--- config.mk ---
export PLATFORM = sky130hd
export DESIGN_NAME = c_subset_lexer_core
export DESIGN_NICKNAME = d
export VERILOG_FILES = /design/src/clp_pkg.sv /design/src/clp_front.sv /design/src/clp_queue.sv /design/src/clp_back.sv /design/src/c_subset_lexer_core.sv
export SDC_FILE = /design/constraint.sdc
export NUM_CORES = 1
export LEC_CHECK = 0
export BUFFER_PORTS_ARGS = -buffer_cell sky130_fd_sc_hd__buf_2
export CAP_MARGIN = 20
export CORE_MARGIN = 3
export CORE_UTILIZATION = 55
export DETAILED_ROUTE_END_ITERATION = 7
export GPL_TIMING_DRIVEN = 0
export PLACE_DENSITY_LB_ADDON = 0.1
export SYNTH_ARGS = -nofsm -noshare
export SYNTH_HDL_FRONTEND = slang
export SYNTH_HIERARCHICAL = 1
export SYNTH_SLANG_ARGS = --single-unit
export TNS_END_PERCENT = 50
--- constraint.sdc ---
create_clock -name clk_i -period 6 [get_ports clk_i]
set_input_delay 0.6 -clock clk_i [delete_from_list [all_inputs] [get_ports clk_i]]
set_output_delay 0.6 -clock clk_i [all_outputs]
set_load 0.02 [all_outputs]
--- src/clp_pkg.sv ---
// ----------------------------------------------------------------------------
// clp_pkg
// Shared types, token kinds and character tables for the C subset lexer.
// ----------------------------------------------------------------------------
`default_nettype none

package clp_pkg;

  localparam int MaxWordLenDefault    = 128;
  localparam int PositionWidthDefault = 16;
  localparam int NumKeywords          = 6;

  localparam logic [30:0] LitMax = 31'h7FFF_FFFF;
  localparam logic [7:0]  ChNul  = 8'h00;

  // token kinds
  localparam logic [4:0] KIND_EOF     = 5'd0;
  localparam logic [4:0] KIND_INT     = 5'd1;
  localparam logic [4:0] KIND_IDENT   = 5'd7;
  localparam logic [4:0] KIND_LITERAL = 5'd8;
  localparam logic [4:0] KIND_LBRACE  = 5'd9;
  localparam logic [4:0] KIND_RBRACE  = 5'd10;
  localparam logic [4:0] KIND_LPAREN  = 5'd11;
  localparam logic [4:0] KIND_RPAREN  = 5'd12;
  localparam logic [4:0] KIND_SEMI    = 5'd13;
  localparam logic [4:0] KIND_STAR    = 5'd14;
  localparam logic [4:0] KIND_PLUS    = 5'd15;
  localparam logic [4:0] KIND_MINUS   = 5'd16;
  localparam logic [4:0] KIND_SLASH   = 5'd17;
  localparam logic [4:0] KIND_BANG    = 5'd18;
  localparam logic [4:0] KIND_ASSIGN  = 5'd19;
  localparam logic [4:0] KIND_GT      = 5'd20;
  localparam logic [4:0] KIND_LT      = 5'd21;
  localparam logic [4:0] KIND_EQ      = 5'd22;
  localparam logic [4:0] KIND_NE      = 5'd23;
  localparam logic [4:0] KIND_GE      = 5'd24;
  localparam logic [4:0] KIND_LE      = 5'd25;
  localparam logic [4:0] KIND_INCR    = 5'd26;
  localparam logic [4:0] KIND_DECR    = 5'd27;
  localparam logic [4:0] KIND_ADD_EQ  = 5'd28;
  localparam logic [4:0] KIND_SUB_EQ  = 5'd29;
  localparam logic [4:0] KIND_AND     = 5'd30;
  localparam logic [4:0] KIND_OR      = 5'd31;

  typedef enum logic [2:0] {
    CLS_SKIP,
    CLS_NUL,
    CLS_ALPHA,
    CLS_DIGIT,
    CLS_HOLD,
    CLS_SINGLE
  } class_e;

  typedef struct packed {
    logic [7:0] ch;
    class_e     cls;
  } clp_item_t;

  function automatic logic [4:0] single_kind(input logic [7:0] ch);
    logic [4:0] k;
    case (ch)
      "{":     k = KIND_LBRACE;
      "}":     k = KIND_RBRACE;
      "(":     k = KIND_LPAREN;
      ")":     k = KIND_RPAREN;
      ";":     k = KIND_SEMI;
      "*":     k = KIND_STAR;
      "+":     k = KIND_PLUS;
      "-":     k = KIND_MINUS;
      "/":     k = KIND_SLASH;
      "!":     k = KIND_BANG;
      "=":     k = KIND_ASSIGN;
      ">":     k = KIND_GT;
      "<":     k = KIND_LT;
      default: k = KIND_EOF;
    endcase
    return k;
  endfunction

  function automatic logic is_holdable(input logic [7:0] ch);
    return ch inside {"=", "!", ">", "<", "+", "-", "&", "|"};
  endfunction

  // KIND_EOF when the two bytes make no pair
  function automatic logic [4:0] pair_kind(input logic [7:0] h, input logic [7:0] c);
    logic [4:0] k;
    k = KIND_EOF;
    if (c == "=") begin
      case (h)
        "=":     k = KIND_EQ;
        "!":     k = KIND_NE;
        ">":     k = KIND_GE;
        "<":     k = KIND_LE;
        "+":     k = KIND_ADD_EQ;
        "-":     k = KIND_SUB_EQ;
        default: k = KIND_EOF;
      endcase
    end else if (h == c) begin
      case (h)
        "+":     k = KIND_INCR;
        "-":     k = KIND_DECR;
        "&":     k = KIND_AND;
        "|":     k = KIND_OR;
        default: k = KIND_EOF;
      endcase
    end
    return k;
  endfunction

  // keyword character at a position; NUL past the end
  function automatic logic [7:0] kw_char(input logic [2:0] k, input logic [6:0] idx);
    logic [47:0] txt;
    case (k)
      3'd0:    txt = {"int", 24'h0};
      3'd1:    txt = "return";
      3'd2:    txt = {"if", 32'h0};
      3'd3:    txt = {"else", 16'h0};
      3'd4:    txt = {"while", 8'h0};
      3'd5:    txt = {"for", 24'h0};
      default: txt = '0;
    endcase
    if (idx < 7'd6) begin
      return txt[47 - 8 * int'(idx[2:0]) -: 8];
    end
    return ChNul;
  endfunction

  function automatic logic [6:0] kw_len(input logic [2:0] k);
    logic [6:0] n;
    case (k)
      3'd0:    n = 7'd3;
      3'd1:    n = 7'd6;
      3'd2:    n = 7'd2;
      3'd3:    n = 7'd4;
      3'd4:    n = 7'd5;
      3'd5:    n = 7'd3;
      default: n = 7'd0;
    endcase
    return n;
  endfunction

endpackage

`default_nettype wire

--- src/clp_front.sv ---
// ----------------------------------------------------------------------------
// clp_front
// Takes source bytes, classifies each one and stamps its offset in the text.
// ----------------------------------------------------------------------------
`default_nettype none

module clp_front
  import clp_pkg::*;
#(
  parameter int PositionWidth = PositionWidthDefault
) (
  input  wire logic                     clk_i,
  input  wire logic                     rst_ni,
  input  wire logic                     in_valid_i,
  output logic                          in_stall_o,
  input  wire logic [7:0]               ch_i,
  output logic                          item_valid_o,
  input  wire logic                     item_full_i,
  output clp_item_t                     item_o,
  output logic      [PositionWidth-1:0] item_pos_o
);

  logic                     valid_q, valid_d;
  logic                     accept;
  clp_item_t                item_q, item_d;
  logic [PositionWidth-1:0] pos_q, pos_d;
  logic [PositionWidth-1:0] stamp_q;

  assign in_stall_o = valid_q && item_full_i;
  assign accept     = in_valid_i && !in_stall_o;

  always_comb begin
    item_d.ch = ch_i;
    if (ch_i == ChNul) begin
      item_d.cls = CLS_NUL;
    end else if (ch_i inside {["a":"z"], ["A":"Z"], "_"}) begin
      item_d.cls = CLS_ALPHA;
    end else if (ch_i inside {["0":"9"]}) begin
      item_d.cls = CLS_DIGIT;
    end else if (is_holdable(ch_i)) begin
      item_d.cls = CLS_HOLD;
    end else if (single_kind(ch_i) != KIND_EOF) begin
      item_d.cls = CLS_SINGLE;
    end else begin
      item_d.cls = CLS_SKIP;
    end
  end

  // offset restarts at zero after the end of a text
  always_comb begin
    pos_d   = pos_q;
    valid_d = accept || (valid_q && item_full_i);
    if (accept) begin
      pos_d = (ch_i == ChNul) ? '0 : pos_q + 1'b1;
    end
  end

  always_ff @(posedge clk_i or negedge rst_ni) begin
    if (!rst_ni) begin
      valid_q <= 1'b0;
      pos_q   <= '0;
    end else begin
      valid_q <= valid_d;
      pos_q   <= pos_d;
    end
  end

  always_ff @(posedge clk_i) begin
    if (accept) begin
      item_q  <= item_d;
      stamp_q <= pos_q;
    end
  end

  assign item_valid_o = valid_q;
  assign item_o       = item_q;
  assign item_pos_o   = stamp_q;

endmodule

`default_nettype wire

--- src/clp_queue.sv ---
// ----------------------------------------------------------------------------
// clp_queue
// Small register queue between the classifier and the token engine.
// ----------------------------------------------------------------------------
`default_nettype none

module clp_queue #(
  parameter int Width = 8,
  parameter int Depth = 4
) (
  input  wire logic             clk_i,
  input  wire logic             rst_ni,
  input  wire logic             push_i,
  input  wire logic [Width-1:0] data_i,
  output logic                  full_o,
  input  wire logic             pop_i,
  output logic                  empty_o,
  output logic      [Width-1:0] data_o
);

  localparam int PtrW = $clog2(Depth);

  logic [Width-1:0] mem_q [Depth];
  logic [PtrW-1:0]  wptr_q, rptr_q;
  logic [PtrW:0]    cnt_q;
  logic             do_push, do_pop;

  assign full_o  = (cnt_q == (PtrW + 1)'(Depth));
  assign empty_o = (cnt_q == '0);
  assign do_push = push_i && !full_o;
  assign do_pop  = pop_i && !empty_o;
  assign data_o  = mem_q[rptr_q];

  always_ff @(posedge clk_i or negedge rst_ni) begin
    if (!rst_ni) begin
      wptr_q <= '0;
      rptr_q <= '0;
      cnt_q  <= '0;
    end else begin
      if (do_push) begin
        wptr_q <= (wptr_q == PtrW'(Depth - 1)) ? '0 : wptr_q + 1'b1;
      end
      if (do_pop) begin
        rptr_q <= (rptr_q == PtrW'(Depth - 1)) ? '0 : rptr_q + 1'b1;
      end
      cnt_q <= cnt_q + (PtrW + 1)'(do_push) - (PtrW + 1)'(do_pop);
    end
  end

  always_ff @(posedge clk_i) begin
    if (do_push) begin
      mem_q[wptr_q] <= data_i;
    end
  end

endmodule

`default_nettype wire

--- src/clp_back.sv ---
// ----------------------------------------------------------------------------
// clp_back
// Token engine: keeps the token in progress and queues finished tokens.
// ----------------------------------------------------------------------------
`default_nettype none

module clp_back
  import clp_pkg::*;
#(
  parameter int PositionWidth = PositionWidthDefault,
  parameter int MaxWordLen    = MaxWordLenDefault
) (
  input  wire logic                     clk_i,
  input  wire logic                     rst_ni,
  input  wire logic                     item_valid_i,
  input  wire clp_item_t                item_i,
  input  wire logic [PositionWidth-1:0] item_pos_i,
  output logic                          item_take_o,
  output logic                          out_valid_o,
  input  wire logic                     out_stall_i,
  output logic      [4:0]               token_kind_o,
  output logic      [30:0]              literal_value_o,
  output logic      [6:0]               token_length_o,
  output logic      [PositionWidth-1:0] start_position_o,
  output logic                          last_of_run_o
);

  localparam int TokDepth = 4;
  localparam int TokPtrW  = $clog2(TokDepth);
  localparam logic [6:0] LenCap = 7'(((MaxWordLen - 1) < 127) ? (MaxWordLen - 1) : 127);

  typedef enum logic [1:0] {
    MODE_IDLE,
    MODE_WORD,
    MODE_NUM,
    MODE_HELD
  } mode_e;

  typedef struct packed {
    logic [4:0]               kind;
    logic [30:0]              value;
    logic [6:0]               len;
    logic [PositionWidth-1:0] start;
    logic                     last;
  } tok_t;

  function automatic logic [5:0] narrow(input logic [5:0] m, input logic [6:0] idx,
                                        input logic [7:0] c);
    logic [5:0] r;
    r = m;
    for (int k = 0; k < NumKeywords; k++) begin
      if (kw_char(3'(k), idx) != c) r[k] = 1'b0;
    end
    return r;
  endfunction

  // lowest matching keyword wins, else identifier
  function automatic logic [4:0] word_kind(input logic [5:0] m, input logic [6:0] len);
    logic [4:0] kd;
    kd = KIND_IDENT;
    for (int k = NumKeywords - 1; k >= 0; k--) begin
      if (m[k] && len == kw_len(3'(k))) kd = KIND_INT + 5'(k);
    end
    return kd;
  endfunction

  mode_e                    mode_q, mode_d;
  logic [7:0]               held_q, held_d;
  logic [6:0]               wlen_q, wlen_d;
  logic [5:0]               mask_q, mask_d;
  logic [30:0]              acc_q, acc_d;
  logic [PositionWidth-1:0] tstart_q, tstart_d;

  tok_t                     tok_q [TokDepth];
  logic [TokPtrW-1:0]       wptr_q, rptr_q;
  logic [TokPtrW:0]         tcnt_q;

  logic                     take, pop, room;
  logic                     fresh, fresh_emit;
  logic [1:0]               n_tok;
  tok_t                     t0, t1, ft;
  logic [4:0]               pk;
  logic [6:0]               wlen_bump;
  logic [34:0]              acc10;
  logic [7:0]               c;

  assign pop         = out_valid_o && !out_stall_i;
  assign room        = (int'(tcnt_q) - int'(pop)) <= (TokDepth - 2);
  assign take        = item_valid_i && room;
  assign item_take_o = take;

  assign c         = item_i.ch;
  assign pk        = pair_kind(held_q, c);
  assign wlen_bump = (wlen_q < LenCap) ? wlen_q + 7'd1 : wlen_q;
  assign acc10     = ({4'b0, acc_q} << 3) + ({4'b0, acc_q} << 1) + 35'(c[3:0]);

  always_comb begin
    mode_d     = mode_q;
    held_d     = held_q;
    wlen_d     = wlen_q;
    mask_d     = mask_q;
    acc_d      = acc_q;
    tstart_d   = tstart_q;
    t0         = '0;
    t1         = '0;
    ft         = '0;
    n_tok      = 2'd0;
    fresh      = 1'b0;
    fresh_emit = 1'b0;
    if (take) begin
      fresh = 1'b1;
      // first close or extend the token in progress
      case (mode_q)
        MODE_WORD: begin
          if (item_i.cls == CLS_ALPHA || item_i.cls == CLS_DIGIT) begin
            mask_d = narrow(mask_q, wlen_q, c);
            wlen_d = wlen_bump;
            fresh  = 1'b0;
          end else begin
            t0.kind  = word_kind(mask_q, wlen_q);
            t0.len   = wlen_q;
            t0.start = tstart_q;
            n_tok    = 2'd1;
            mode_d   = MODE_IDLE;
          end
        end
        MODE_NUM: begin
          if (item_i.cls == CLS_DIGIT) begin
            acc_d  = (acc10 > 35'(LitMax)) ? LitMax : acc10[30:0];
            wlen_d = wlen_bump;
            fresh  = 1'b0;
          end else begin
            t0.kind  = KIND_LITERAL;
            t0.value = acc_q;
            t0.len   = wlen_q;
            t0.start = tstart_q;
            n_tok    = 2'd1;
            mode_d   = MODE_IDLE;
          end
        end
        MODE_HELD: begin
          mode_d = MODE_IDLE;
          held_d = '0;
          if (pk != KIND_EOF) begin
            t0.kind  = pk;
            t0.len   = 7'd2;
            t0.start = tstart_q;
            n_tok    = 2'd1;
            fresh    = 1'b0;
          end else if (single_kind(held_q) != KIND_EOF) begin
            // a lone ampersand or bar has no single kind and is dropped
            t0.kind  = single_kind(held_q);
            t0.len   = 7'd1;
            t0.start = tstart_q;
            n_tok    = 2'd1;
          end
        end
        default: ;
      endcase

      // then scan the byte as the start of something new
      if (fresh) begin
        case (item_i.cls)
          CLS_NUL: begin
            fresh_emit = 1'b1;
            ft.kind    = KIND_EOF;
            ft.start   = item_pos_i;
            mode_d     = MODE_IDLE;
            held_d     = '0;
            wlen_d     = '0;
            mask_d     = '1;
            acc_d      = '0;
            tstart_d   = '0;
          end
          CLS_ALPHA: begin
            mode_d   = MODE_WORD;
            tstart_d = item_pos_i;
            mask_d   = narrow('1, 7'd0, c);
            wlen_d   = 7'd1;
          end
          CLS_DIGIT: begin
            mode_d   = MODE_NUM;
            tstart_d = item_pos_i;
            wlen_d   = 7'd1;
            acc_d    = 31'(c[3:0]);
          end
          CLS_HOLD: begin
            mode_d   = MODE_HELD;
            held_d   = c;
            tstart_d = item_pos_i;
          end
          CLS_SINGLE: begin
            fresh_emit = 1'b1;
            ft.kind    = single_kind(c);
            ft.len     = 7'd1;
            ft.start   = item_pos_i;
          end
          default: ;
        endcase
      end

      if (fresh_emit) begin
        if (n_tok == 2'd0) t0 = ft;
        else t1 = ft;
        n_tok = n_tok + 2'd1;
      end
      if (n_tok == 2'd1) t0.last = 1'b1;
      if (n_tok == 2'd2) t1.last = 1'b1;
    end
  end

  always_ff @(posedge clk_i or negedge rst_ni) begin
    if (!rst_ni) begin
      mode_q   <= MODE_IDLE;
      held_q   <= '0;
      wlen_q   <= '0;
      mask_q   <= '1;
      acc_q    <= '0;
      tstart_q <= '0;
      wptr_q   <= '0;
      rptr_q   <= '0;
      tcnt_q   <= '0;
    end else begin
      mode_q   <= mode_d;
      held_q   <= held_d;
      wlen_q   <= wlen_d;
      mask_q   <= mask_d;
      acc_q    <= acc_d;
      tstart_q <= tstart_d;
      wptr_q   <= wptr_q + TokPtrW'(n_tok);
      rptr_q   <= rptr_q + TokPtrW'(pop);
      tcnt_q   <= tcnt_q + (TokPtrW + 1)'(n_tok) - (TokPtrW + 1)'(pop);
    end
  end

  always_ff @(posedge clk_i) begin
    if (n_tok != 2'd0) tok_q[wptr_q] <= t0;
    if (n_tok == 2'd2) tok_q[wptr_q + 1'b1] <= t1;
  end

  assign out_valid_o      = (tcnt_q != '0);
  assign token_kind_o     = tok_q[rptr_q].kind;
  assign literal_value_o  = tok_q[rptr_q].value;
  assign token_length_o   = tok_q[rptr_q].len;
  assign start_position_o = tok_q[rptr_q].start;
  assign last_of_run_o    = tok_q[rptr_q].last;

`ifndef SYNTHESIS
  assert property (@(posedge clk_i) disable iff (!rst_ni)
    tcnt_q <= (TokPtrW + 1)'(TokDepth))
    else $error("token queue over capacity");

  assert property (@(posedge clk_i) disable iff (!rst_ni)
    (n_tok != 2'd0) |-> take)
    else $error("token pushed without an item");

  assert property (@(posedge clk_i) disable iff (!rst_ni)
    (n_tok == 2'd2) |-> (!t0.last && t1.last))
    else $error("last flag misplaced on a pair of tokens");

  assert property (@(posedge clk_i) disable iff (!rst_ni)
    (take && item_i.cls == CLS_NUL) |=>
      (mode_q == MODE_IDLE && mask_q == '1 && wlen_q == '0 && acc_q == '0))
    else $error("state not cleared after end of text");
`endif

endmodule

`default_nettype wire

--- src/c_subset_lexer_core.sv ---
// Throughput: one byte per cycle when nothing stalls; a byte that closes
//   a token and starts a one-character token puts out two tokens, one per
//   output cycle. Path: front register, item queue, then token queue.
// The token engine takes a byte only with two free slots in its 4-deep token
//   queue; the 4-deep item queue absorbs short output stalls.
// Reset (rst_ni low) clears all scanner state at once; no clearing pass.
// ----------------------------------------------------------------------------
// c_subset_lexer_core
// Byte-serial lexer for a small C subset: words with keyword match, decimal
// literals, one- and two-character operators, and an end-of-text token.
// ----------------------------------------------------------------------------
`default_nettype none

module c_subset_lexer_core
  import clp_pkg::*;
#(
  parameter int MAX_WORD_LEN   = MaxWordLenDefault,
  parameter int POSITION_WIDTH = PositionWidthDefault
) (
  input  wire logic                      clk_i,
  input  wire logic                      rst_ni,
  // byte input
  input  wire logic                      in_valid_i,
  output logic                           in_stall_o,
  input  wire logic [7:0]                ch_i,
  // token output
  output logic                           out_valid_o,
  input  wire logic                      out_stall_i,
  output logic      [4:0]                token_kind_o,
  output logic      [30:0]               literal_value_o,
  output logic      [6:0]                token_length_o,
  output logic      [POSITION_WIDTH-1:0] start_position_o,
  output logic                           last_of_run_o
);

  // queue entry: classified byte plus its offset in the text
  localparam int ItemW = $bits(clp_item_t) + POSITION_WIDTH;

  logic                      fr_valid;
  logic                      q_full, q_empty, q_pop;
  clp_item_t                 fr_item, bk_item;
  logic [POSITION_WIDTH-1:0] fr_pos, bk_pos;
  logic [ItemW-1:0]          q_out;

  // Front: registers each byte with its class and offset. The offset counter
  // runs independently of the token engine; it restarts after a NUL byte.
  clp_front #(
    .PositionWidth(POSITION_WIDTH)
  ) u_front (
    .clk_i       (clk_i),
    .rst_ni      (rst_ni),
    .in_valid_i  (in_valid_i),
    .in_stall_o  (in_stall_o),
    .ch_i        (ch_i),
    .item_valid_o(fr_valid),
    .item_full_i (q_full),
    .item_o      (fr_item),
    .item_pos_o  (fr_pos)
  );

  // Decoupling queue: the front keeps taking bytes while the token engine
  // waits on a stalled output.
  clp_queue #(
    .Width(ItemW),
    .Depth(4)
  ) u_queue (
    .clk_i  (clk_i),
    .rst_ni (rst_ni),
    .push_i (fr_valid),
    .data_i ({fr_item, fr_pos}),
    .full_o (q_full),
    .pop_i  (q_pop),
    .empty_o(q_empty),
    .data_o (q_out)
  );

  assign bk_item = q_out[ItemW-1 -: $bits(clp_item_t)];
  assign bk_pos  = q_out[POSITION_WIDTH-1:0];

  // Back: token in progress, keyword mask narrowing, saturating literal and
  // length, and the token queue that drives the output ports.
  clp_back #(
    .PositionWidth(POSITION_WIDTH),
    .MaxWordLen   (MAX_WORD_LEN)
  ) u_back (
    .clk_i           (clk_i),
    .rst_ni          (rst_ni),
    .item_valid_i    (!q_empty),
    .item_i          (bk_item),
    .item_pos_i      (bk_pos),
    .item_take_o     (q_pop),
    .out_valid_o     (out_valid_o),
    .out_stall_i     (out_stall_i),
    .token_kind_o    (token_kind_o),
    .literal_value_o (literal_value_o),
    .token_length_o  (token_length_o),
    .start_position_o(start_position_o),
    .last_of_run_o   (last_of_run_o)
  );

endmodule

`default_nettype wire
==> results of run 1 <==
## state kept, by name (all words and copies together) (netlist names), 3 cells and up
| name | cells |
|---|---|
| u_queue/cnt_q | 3 |
| u_front/pos_q | 16 |
| u_back/tok_q | 240 |
| u_back/mask_q | 6 |
| u_back/acc_q | 31 |
| u_back/tcnt_q | 3 |
| u_back/held_q | 8 |
| u_front/item_pos_o | 16 |
| u_front/item_o | 11 |
| u_back/tstart_q | 16 |
| u_back/wlen_q | 7 |
| u_queue/mem_q | 108 |
## final cells by class
class	instances	share of cell area
well taps	539	0.0252
repair buffers	88	0.0203
flip-flops and latches	476	0.460
inverters	46	0.00701
plain buffers	124	0.0207
clock inverters	24	0.0117
clock buffers	66	0.0531
multi-input cells	1363	0.401
repair inverters	4	0.00112
## through the flow
step / setup slack [ns] / hold WS [ns] / utilization / power [mW] / std cells
after global placement: -0.973 / 0.430 / 0.585 / 10.1 / 2626
after floorplan: 0.877 / 0.304 / - / 8.50 / 2014
after global routing: -0.0733 / 0.172 / 0.634 / 14.3 / 2730
after detailed placement: -0.988 / 0.439 / 0.587 / 10.2 / 2630
after CTS: -0.116 / 0.159 / 0.631 / 13.5 / 2726
final: 0.205 / 0.192 / 0.634 / 13.5 / 2730
## kinds of logic (layout without fill, tap and decap cells)
family / count (synthesis) / count (layout) / share of synthesized area
muxes: 98 / 98 / 0.0883
AOI/OAI and AO/OA: 637 / 637 / 0.190
DFF: 476 / 476 / 0.520
buffers and inverters: 175 / 352 / 0.0300
xor gates and xnor gates: 64 / 64 / 0.0237
adders and majority gates: 90 / 90 / 0.0488
and+or+nand+nor: 474 / 474 / 0.0996
## cell usage after synthesis, types with 31 or more instances
cell type,n,area share
dfrtp_1,95,0.10
nand2_1,180,0.029
a22o_1,205,0.076
edfxtp_1,227,0.29
o21ai_0,137,0.029
nor2_1,89,0.014
clkbuf_1,98,0.016
xnor2_1,45,0.017
inv_1,46,0.0073
mux4_2,82,0.078
a21oi_1,106,0.022
ha_1,86,0.045
dfxtp_1,148,0.13
o22ai_1,31,0.0082
## per-layer routing
metal,part of all wire,up-vias,GRT usage
met2,0.49,632,0.477
met3,0.058,114,0.0421
met5,0.00021,-,0
met1,0.42,8801,0.368
met4,0.027,2,0.0818
li1,-,8103,-
## worst reg2reg max path, stage by stage (launching register included)
cell      delay, ns
dfrtp_1        0.39
buf_6          0.20
mux4_2         0.53
clkbuf_1       0.26
nor2b_1        0.28
and4_1         0.23
clkbuf_1       0.16
or4_1          0.62
a21boi_2       0.23
and2_1         0.14
buf_2          0.26
nor2_1         0.07
ha_1           0.47
nand2_1        0.15
nand2_1        0.21
nand2_1        0.32
nor3_2         0.55
clkbuf_2       0.46
a22o_1         0.20
## report_power, final
| part | internal (mW) | switching [mW] |
|---|---|---|
| Combinational | 2.01 | 3.71 |
| Sequential | 4.13 | 0.454 |
| Clock | 1.90 | 1.31 |
## placed cells by master, fill, tap and decap left out, types with 10 or more instances in the layout
| cell type | instances |
|---|---|
| nor4_1 | 12 |
| a22o_1 | 205 |
| buf_1 | 13 |
| clkinvlp_4 | 11 |
| inv_1 | 42 |
| a21o_1 | 18 |
| edfxtp_1 | 227 |
| nand2b_1 | 22 |
| mux4_2 | 82 |
| or3_1 | 12 |
| dfrtp_1 | 95 |
| xor2_1 | 19 |
| and3_1 | 10 |
| nor3_1 | 24 |
| clkbuf_2 | 18 |
| a21oi_1 | 106 |
| xnor2_1 | 45 |
| o21ai_0 | 136 |
| buf_4 | 17 |
| nand3_1 | 29 |
| a31oi_1 | 12 |
| buf_2 | 82 |
| ha_1 | 86 |
| nor2_1 | 85 |
| o21a_1 | 10 |
| nand4_1 | 17 |
| clkbuf_16 | 51 |
| o22ai_1 | 31 |
| o211ai_1 | 10 |
| nand2_1 | 178 |
| clkbuf_1 | 77 |
| o31ai_1 | 15 |
| nor2b_1 | 13 |
| dfxtp_1 | 148 |
## repair_timing
action                                  CTS  global route
buffers inserted                          5             3
resized for setup                        29            37
hold endpoints to repair                 46             0
pin swaps                                 0             0
endpoints found under the setup margin  278           301
gates cloned                              4             0
hold buffers                              1             0
## worst paths after layout
path / start / to / slack [ns] / cells after the start
setup / recovery: u_queue/rptr_q[0] / u_back/tok_q[2][54] / 0.21 / 18
hold / removal: ch_i[1] / u_front/item_o[4] / 0.19 / 1
setup reg to reg: u_queue/rptr_q[0] / u_back/tok_q[2][54] / 0.21 / 18
hold reg to reg: u_back/tok_q[2][23] / u_back/tok_q[2][23] / 0.46 / 2
max in group asynchronous: rst_ni / u_back/mask_q[5] / 4.76 / 3
min in group asynchronous: rst_ni / u_back/acc_q[24] / 0.51 / 2
==> flow_summary.toml, run 1 <==
[worst_setup_path]
worstPathArrival_ns = 6.33
crit_required_ns = 6.53
start_kind = "register"
criticalPathCategory = "reg -> reg"
slowest_delay_ns = 0.62
crit_family = "simple AND/OR/NAND/NOR gates"
critPathCaptureType = "register"
crit_slowest_cell = "or4_1"
crit_top_cell = "nand2_1"
path_cells = "buf_6, mux4_2, clkbuf_1, nor2b_1, and4_1, clkbuf_1, or4_1, a21boi_2, and2_1, buf_2, nor2_1, ha_1, nand2_1, nand2_1, nand2_1, nor3_2, clkbuf_2, a22o_1"
critPathMaxFanout = 10
cp_num_buf_inv = 5

[cells_and_area]
drive_above_1_share = 0.160
ff_latch_area_sq_mm = 0.0123
area_growth_pct = 13.1
multi_input_area_sq_mm = 0.0107
antenna_cells = 0
stdcell_area_sq_mm = 0.0268
fillers = 3293
nNetsFinal = 2253

[timing]
finalHoldViolCount = 0
period_minus_slack_ns = 5.79
fin_tns_setup_ns = 0
finalCritPeriodShare = 0.966
slew_violations = 0
setup_violations = 0
max_freq_ghz = 0.173
skew_ns = 0.0226
relSlewSlack = 0.313
tightest_slew_ns = 1.03

[clock_network]
clk_latency_ns = 0.61
cts_max_level = 2
cts_tree = "done"
cts_sinks = 476
cts-root-buf = "clkbuf_16"
path_clk_slew_ns = 0.06
clockBufferDepth = 3
numCtsBuffers = 48

[grt]
grt_pass1_wl_um = 98600
grt_usage = 0.277
grt_max_degree = 56
grt-ovfl-total = 0
antenna_found_initial = 1
grt_pass1_vias = 17400

[min_path]
hp-class = "in -> reg"

[power_and_ir_drop]
powerDensity_mw_per_mm2 = 504
ir_drop_mv = 0.265
leakagePower_nw = 10.2

[synth]
synth_nets = 2116
syn_area_per_cell_sq_um = 11.8
ys_seq_elements = 476
synth_cell_types = 96
syn-cell-area_sq_mm = 0.0237
synth_cells = 2014
synth-main-ff-cell = "edfxtp_1"
synth_edf_count = 227
yosysSeqAreaShare = 0.520
yosysWarnings = 6
async_reset_ff_frac = 0.212

[drt]
drt_iter0_drc = 1867
ant_nets = 0
firstDrtPassIters = 6
num_vias = 17700
wl_per_cell_um = 23.1
detail_route.vias_per_cell = 6.47
remaining_drc_errors = 0
routed_wl_um = 63100

[die]
core_area_sq_mm = 0.0422
dieArea_sq_mm = 0.0456
die_w_um = 214
row_count = 75
die_y_um = 214
start_util = 0.561
io_pins = 74

[run_status]
outcome = "finished, final reports clean"

[flow_run]
maxCapViolCount = 0

[placement]
dp_hpwl_um = 44700
io_buffers = 73
placed_cell_area_sq_mm = 0.0248
gp_congestion = 0.928
(Power assumes the default switching activity.)
==> inputs of run 2 (changes only) <==
- CORE_ASPECT_RATIO: unset -> 0.9
==> run 2 against run 1 <==
  * Worst hold slack improved by 0.0012 ns
  * Final cell count increased by 0.51%
  * Count of clock-buffer cells in the layout down 5
  * Sequential power is essentially flat
  * Utilization grew 0.074 points
  * Sequential share of layout area about the same
  * Critical path type unchanged
  * Critical endpoint is now u_back/tok_q[2][13]
  * Largest cell class unchanged
==> flow_summary.toml, run 2 (same netlist as run 1, synthesis figures left out) <==
[run_status]
outcome = "finished, final reports clean"

[timing]
finalHoldViolCount = 0
fin_tns_setup_ns = 0
period_minus_slack_ns = 5.75
max_freq_ghz = 0.174
fin_ws_ns = 0.255
finalCritPeriodShare = 0.958
slew_violations = 0
setup_violations = 0
tightest_slew_ns = 1.00
relSlewSlack = 0.331
skew_ns = 0.0195
rsz0062_at_grt = "yes"

[die]
dieArea_sq_mm = 0.0456
start_util = 0.561
io_pins = 74
die_y_um = 203
die_w_um = 225
row_count = 71
core_area_sq_mm = 0.0422

[grt]
grt_usage = 0.276
grt_max_degree = 81
antenna_found_initial = 2
grt_pass1_wl_um = 99300
grt_use_met1 = 0.364
grt_pass1_vias = 17600
use_met3 = 0.0455
grt-busiest-layer = "met2"
grtUsageMet2 = 0.460
grt-ovfl-total = 0

[clock_network]
clk_latency_ns = 0.59
path_clk_slew_ns = 0.06
cts_max_level = 2
cts_sinks = 476
cts_tree = "done"
clockBufferDepth = 3
cts-root-buf = "clkbuf_16"
numCtsBuffers = 49

[power_and_ir_drop]
power.total_mw = 13.4
powerDensity_mw_per_mm2 = 501
ir_drop_mv = 0.345
leakagePower_nw = 10.2

[worst_setup_path]
critPathCaptureType = "register"
reg2reg_to = "u_back/tok_q[2][13]"
critPathMaxFanout = 12
start_kind = "register"
r2r_start = "u_queue/rptr_q[0]"
criticalPathCategory = "reg -> reg"
worstPathArrival_ns = 6.01
ff2ff_setup_slack_ns = 0.25
crit_required_ns = 6.27
rr_worst_depth = 19

[min_path]
hp-class = "in -> reg"
min-delay-start = "ch_i[2]"
min_path_cells = 1
worstHoldEndpoint = "u_front/item_o[5]"

[cells_and_area]
fillers = 3316
multi_input_area_sq_mm = 0.0108
reg_top3 = "u_back/tok_q (240), u_queue/mem_q (108), u_back/acc_q (31)"
largest_reg_flops = 240
final_common_cell = "edfxtp_1"
nNetsFinal = 2258
ff_latch_area_sq_mm = 0.0123
regMostFlops = "u_back/tok_q"
final_cell_mix = "227 x edfxtp_1, 205 x a22o_1, 176 x nand2_1, 148 x dfxtp_1, 136 x o21ai_0"
drive_above_1_share = 0.162
antenna_cells = 0
post-route-util = 0.635
area_growth_pct = 13.1

[drt]
routed_wl_um = 62600
firstDrtPassIters = 6
ant_nets = 0
wl_per_cell_um = 22.8
drt_iter0_drc = 1707
num_vias = 17800
detail_route.vias_per_cell = 6.47
remaining_drc_errors = 0

[placement]
dp_hpwl_um = 44400
pre_cts_slack_ns = -0.910
gp_congestion = 0.975
io_buffers = 73

[flow_run]
maxCapViolCount = 0
run 2: worst max path at each step:
stage,startpoint,cells past startpoint,slack (ns),end
2_1_floorplan,u_queue/rptr_q[0],18,0.88,u_back/tok_q[0][0]
5_1_grt,u_queue/rptr_q[0],18,-0.06,u_back/tok_q[2][7]
3_5_place_dp,u_queue/rptr_q[0],17,-0.91,u_back/tok_q[0][0]
3_3_place_gp,u_queue/rptr_q[0],18,-0.90,u_back/tok_q[0][0]
6_report,u_queue/rptr_q[0],19,0.25,u_back/tok_q[2][13]
4_1_cts,u_queue/rptr_q[0],19,-0.06,u_back/tok_q[0][13]
run 2: area by class of cell:
cell class,instances,share of cell area
timing repair inverter,4,0.00112
tap,547,0.0255
clock inverter,31,0.0113
buffer,127,0.0213
sequential,476,0.460
inverter,46,0.00701
multi-input combinational,1363,0.402
clock buffer,61,0.0509
timing repair buffer,89,0.0210
run 2: critical path, stage by stage (launching register included):
cell        delay (ns)
dfrtp_1           0.38
buf_6             0.19
mux4_2            0.50
clkbuf_1          0.25
nor2b_1           0.28
and4_1            0.23
clkbuf_1          0.16
or4_1             0.59
a21boi_1          0.30
and2_1            0.17
buf_2             0.26
nor2_1            0.08
ha_1              0.46
nand2_1           0.16
nand2_1           0.26
nand2_1           0.21
clkbuf_2          0.27
clkbuf_4          0.29
clkinvlp_4        0.10
buf_4             0.24
run 2: what timing repair did:
| item | 4_1_cts | 5_1_grt |
|---|---|---|
| hold endpoints to repair | 21 | 0 |
| buffers inserted | 7 | 1 |
| endpoints found under the setup margin | 241 | 303 |
| hold buffers | 1 | 0 |
| cloned | 4 | 0 |
| pin swaps | 0 | 0 |
| resized for setup | 28 | 53 |
run 2: stage by stage:
step           hold slack [ns]  cell area, sq um  cells
2_1_floorplan            0.304             23700   2014
3_3_place_gp             0.429             24700   2634
3_5_place_dp             0.443             24800   2638
4_1_cts                  0.161             26600   2741
5_1_grt                  0.181             26800   2744
6_report                 0.193             26800   2744
run 2: routing by layer:
metal	vias to the layer above	wire length, um	part of all wire
li1	8122	-	-
met3	134	4090	0.065
met5	-	21	0.00034
met1	8850	26000	0.42
met4	4	2350	0.038
met2	652	30200	0.48
run 2: power by group:
group / switching, mW / leakage, nW / total (mW) / internal [mW]
clock network: 1.30 / 0.817 / 3.10 / 1.80
logic: 3.71 / 4.77 / 5.74 / 2.03
registers: 0.448 / 4.59 / 4.58 / 4.13
==> inputs of run 3 (changes only) <==
- ABC_CLOCK_PERIOD_IN_PS: unset -> 6000
- CORE_UTILIZATION: 55 -> 32
==> run 3 against run 2 <==
  * Utilization fell by 25 points
  * Worst setup slack improved by 0.040 ns
  * First-iteration DRC count fell by 15%
  * Worst hold slack barely moved
  * Die area rose by 70%
  * Final area rose by 2.7%
  * Maximum frequency rose by 0.71%
  * Non-clock buffer count rose by 2
  * Power rose by 4.1%
  * Via count fell by 1.3%
  * Count of clock-buffer cells in the layout rose by 13
  * Critical path type unchanged
==> flow_summary.toml, run 3 (same netlist as run 1, synthesis figures left out) <==
[timing]
slew_violations = 0
fin_ws_ns = 0.295
skew_ns = 0.0339
setup_violations = 0
period_minus_slack_ns = 5.71
fin_tns_setup_ns = 0
relSlewSlack = 0.326
max_freq_ghz = 0.175
tightest_slew_ns = 1.01
finalHoldViolCount = 0
rsz0062_at_grt = "no"
finalCritPeriodShare = 0.951

[drt]
firstDrtPassIters = 5
detail_route.vias_per_cell = 5.56
wl_per_cell_um = 22.5
ant_nets = 0
num_vias = 17500
drt_iter0_drc = 1449
routed_wl_um = 70800
remaining_drc_errors = 0

[min_path]
hp-class = "in -> reg"

[grt]
grt_max_degree = 75
grt-ovfl-total = 0
grt_pass1_vias = 17900
grt_usage = 0.181
grt_pass1_wl_um = 109000
antenna_found_initial = 0

[cells_and_area]
final_common_cell = "edfxtp_1"
final_cells = 3154
regMostFlops = "u_back/tok_q"
fillers = 7042
reg_top3 = "u_back/tok_q (240), u_queue/mem_q (108), u_back/acc_q (31)"
final_cell_mix = "227 x edfxtp_1, 205 x a22o_1, 177 x nand2_1, 148 x dfxtp_1, 137 x o21ai_0"
nNetsFinal = 2260
largest_reg_flops = 240
drive_above_1_share = 0.164
area_growth_pct = 16.2
stdcell_area_sq_mm = 0.0275

[die]
die_y_um = 264
core_area_sq_mm = 0.0724
io_pins = 74
start_util = 0.327
die_w_um = 293
row_count = 93
dieArea_sq_mm = 0.0773

[placement]
dp_hpwl_um = 50300
io_buffers = 73
dp_cells = 3046
pre_cts_slack_ns = -0.842
placed_cell_area_sq_mm = 0.0254
gp_congestion = 0.870

[worst_setup_path]
worstPathArrival_ns = 6.05
crit_required_ns = 6.35
crit_top_cell = "nor2_1"
criticalPathCategory = "reg -> reg"
path_cells = "buf_6, mux4_1, and4bb_2, and4_1, clkbuf_1, or4_1, a21boi_2, and2_1, buf_2, nor2_1, ha_2, nor2_1, o21ai_0, clkbuf_4, clkbuf_2, clkinvlp_4, buf_4, buf_16"
critPathCaptureType = "register"
crit_slowest_cell = "mux4_1"
slowest_delay_ns = 0.72
critPathMaxFanout = 13
start_kind = "register"

[clock_network]
clk_latency_ns = 0.61
cts_tree = "done"
cts_max_level = 2
cts_sinks = 476
cts-root-buf = "clkbuf_16"
clockBufferDepth = 3
numCtsBuffers = 53
path_clk_slew_ns = 0.06

[run_status]
outcome = "finished, final reports clean"

[power_and_ir_drop]
ir_drop_mv = 0.230
leakagePower_nw = 10.3
powerDensity_mw_per_mm2 = 508

[flow_run]
maxCapViolCount = 0
run 3: through the flow:
step | total power, mW | utilization | hold WS (ns)
2_1_floorplan | 8.50 | - | 0.304
3_3_place_gp | 10.4 | 0.349 | 0.431
3_5_place_dp | 10.6 | 0.352 | 0.443
4_1_cts | 14.1 | 0.380 | 0.156
5_1_grt | 14.9 | 0.380 | 0.173
6_report | 14.0 | 0.380 | 0.193
run 3: final timing paths:
check | startpoint | end | slack (ns) | depth (start not counted)
setup / recovery | u_queue/rptr_q[0] | u_back/tok_q[0][3] | 0.29 | 18
hold / removal | ch_i[1] | u_front/item_o[4] | 0.19 | 1
setup reg to reg | u_queue/rptr_q[0] | u_back/tok_q[0][3] | 0.29 | 18
hold reg to reg | u_back/tok_q[2][19] | u_back/tok_q[2][19] | 0.46 | 2
max in group asynchronous | rst_ni | u_back/mask_q[0] | 4.78 | 3
min in group asynchronous | rst_ni | u_front/pos_q[13] | 0.44 | 2
run 3: final cells by class:
type / instances / area (sq um) / area share
inverters: 46 / 188 / 0.00682
repair buffers: 94 / 662 / 0.0240
clock inverters: 26 / 322 / 0.0117
flip-flops and latches: 476 / 12300 / 0.447
clock buffers: 74 / 1550 / 0.0565
well taps: 950 / 1190 / 0.0432
plain buffers: 124 / 549 / 0.0200
diodes: 1 / 2.50 / 0.0000909
multi-input cells: 1363 / 10700 / 0.390
run 3: timing repair:
action	4_1_cts	5_1_grt
resized for setup	39	10
setup endpoints to repair	264	258
buffers inserted	7	2
hold buffers	1	0
pin swaps	0	1
cloned	0	0
endpoints found under the hold margin	27	0
run 3: power by group:
group	internal (mW)	leakage (nW)	switching [mW]	total, mW
clock network	2.07	0.910	1.36	3.44
registers	4.13	4.59	0.460	4.59
logic	2.07	4.79	3.88	5.94
run 3: layer usage:
metal,share of wire,wire (um),GRT usage
met4,0.029,2030,0.0558
met5,0,0,0
met2,0.46,32900,0.291
met3,0.049,3500,0.0269
met1,0.46,32400,0.252
run 3: worst max-delay path, delay by kind of cell, from the launching register on:
family / cells / cell delay (ns)
compound gates: 2 / 0.60
fa+ha+maj: 1 / 0.45
flops: 1 / 0.38
simple gates: 6 / 1.47
buf+inv: 8 / 1.82
mux: 1 / 0.72
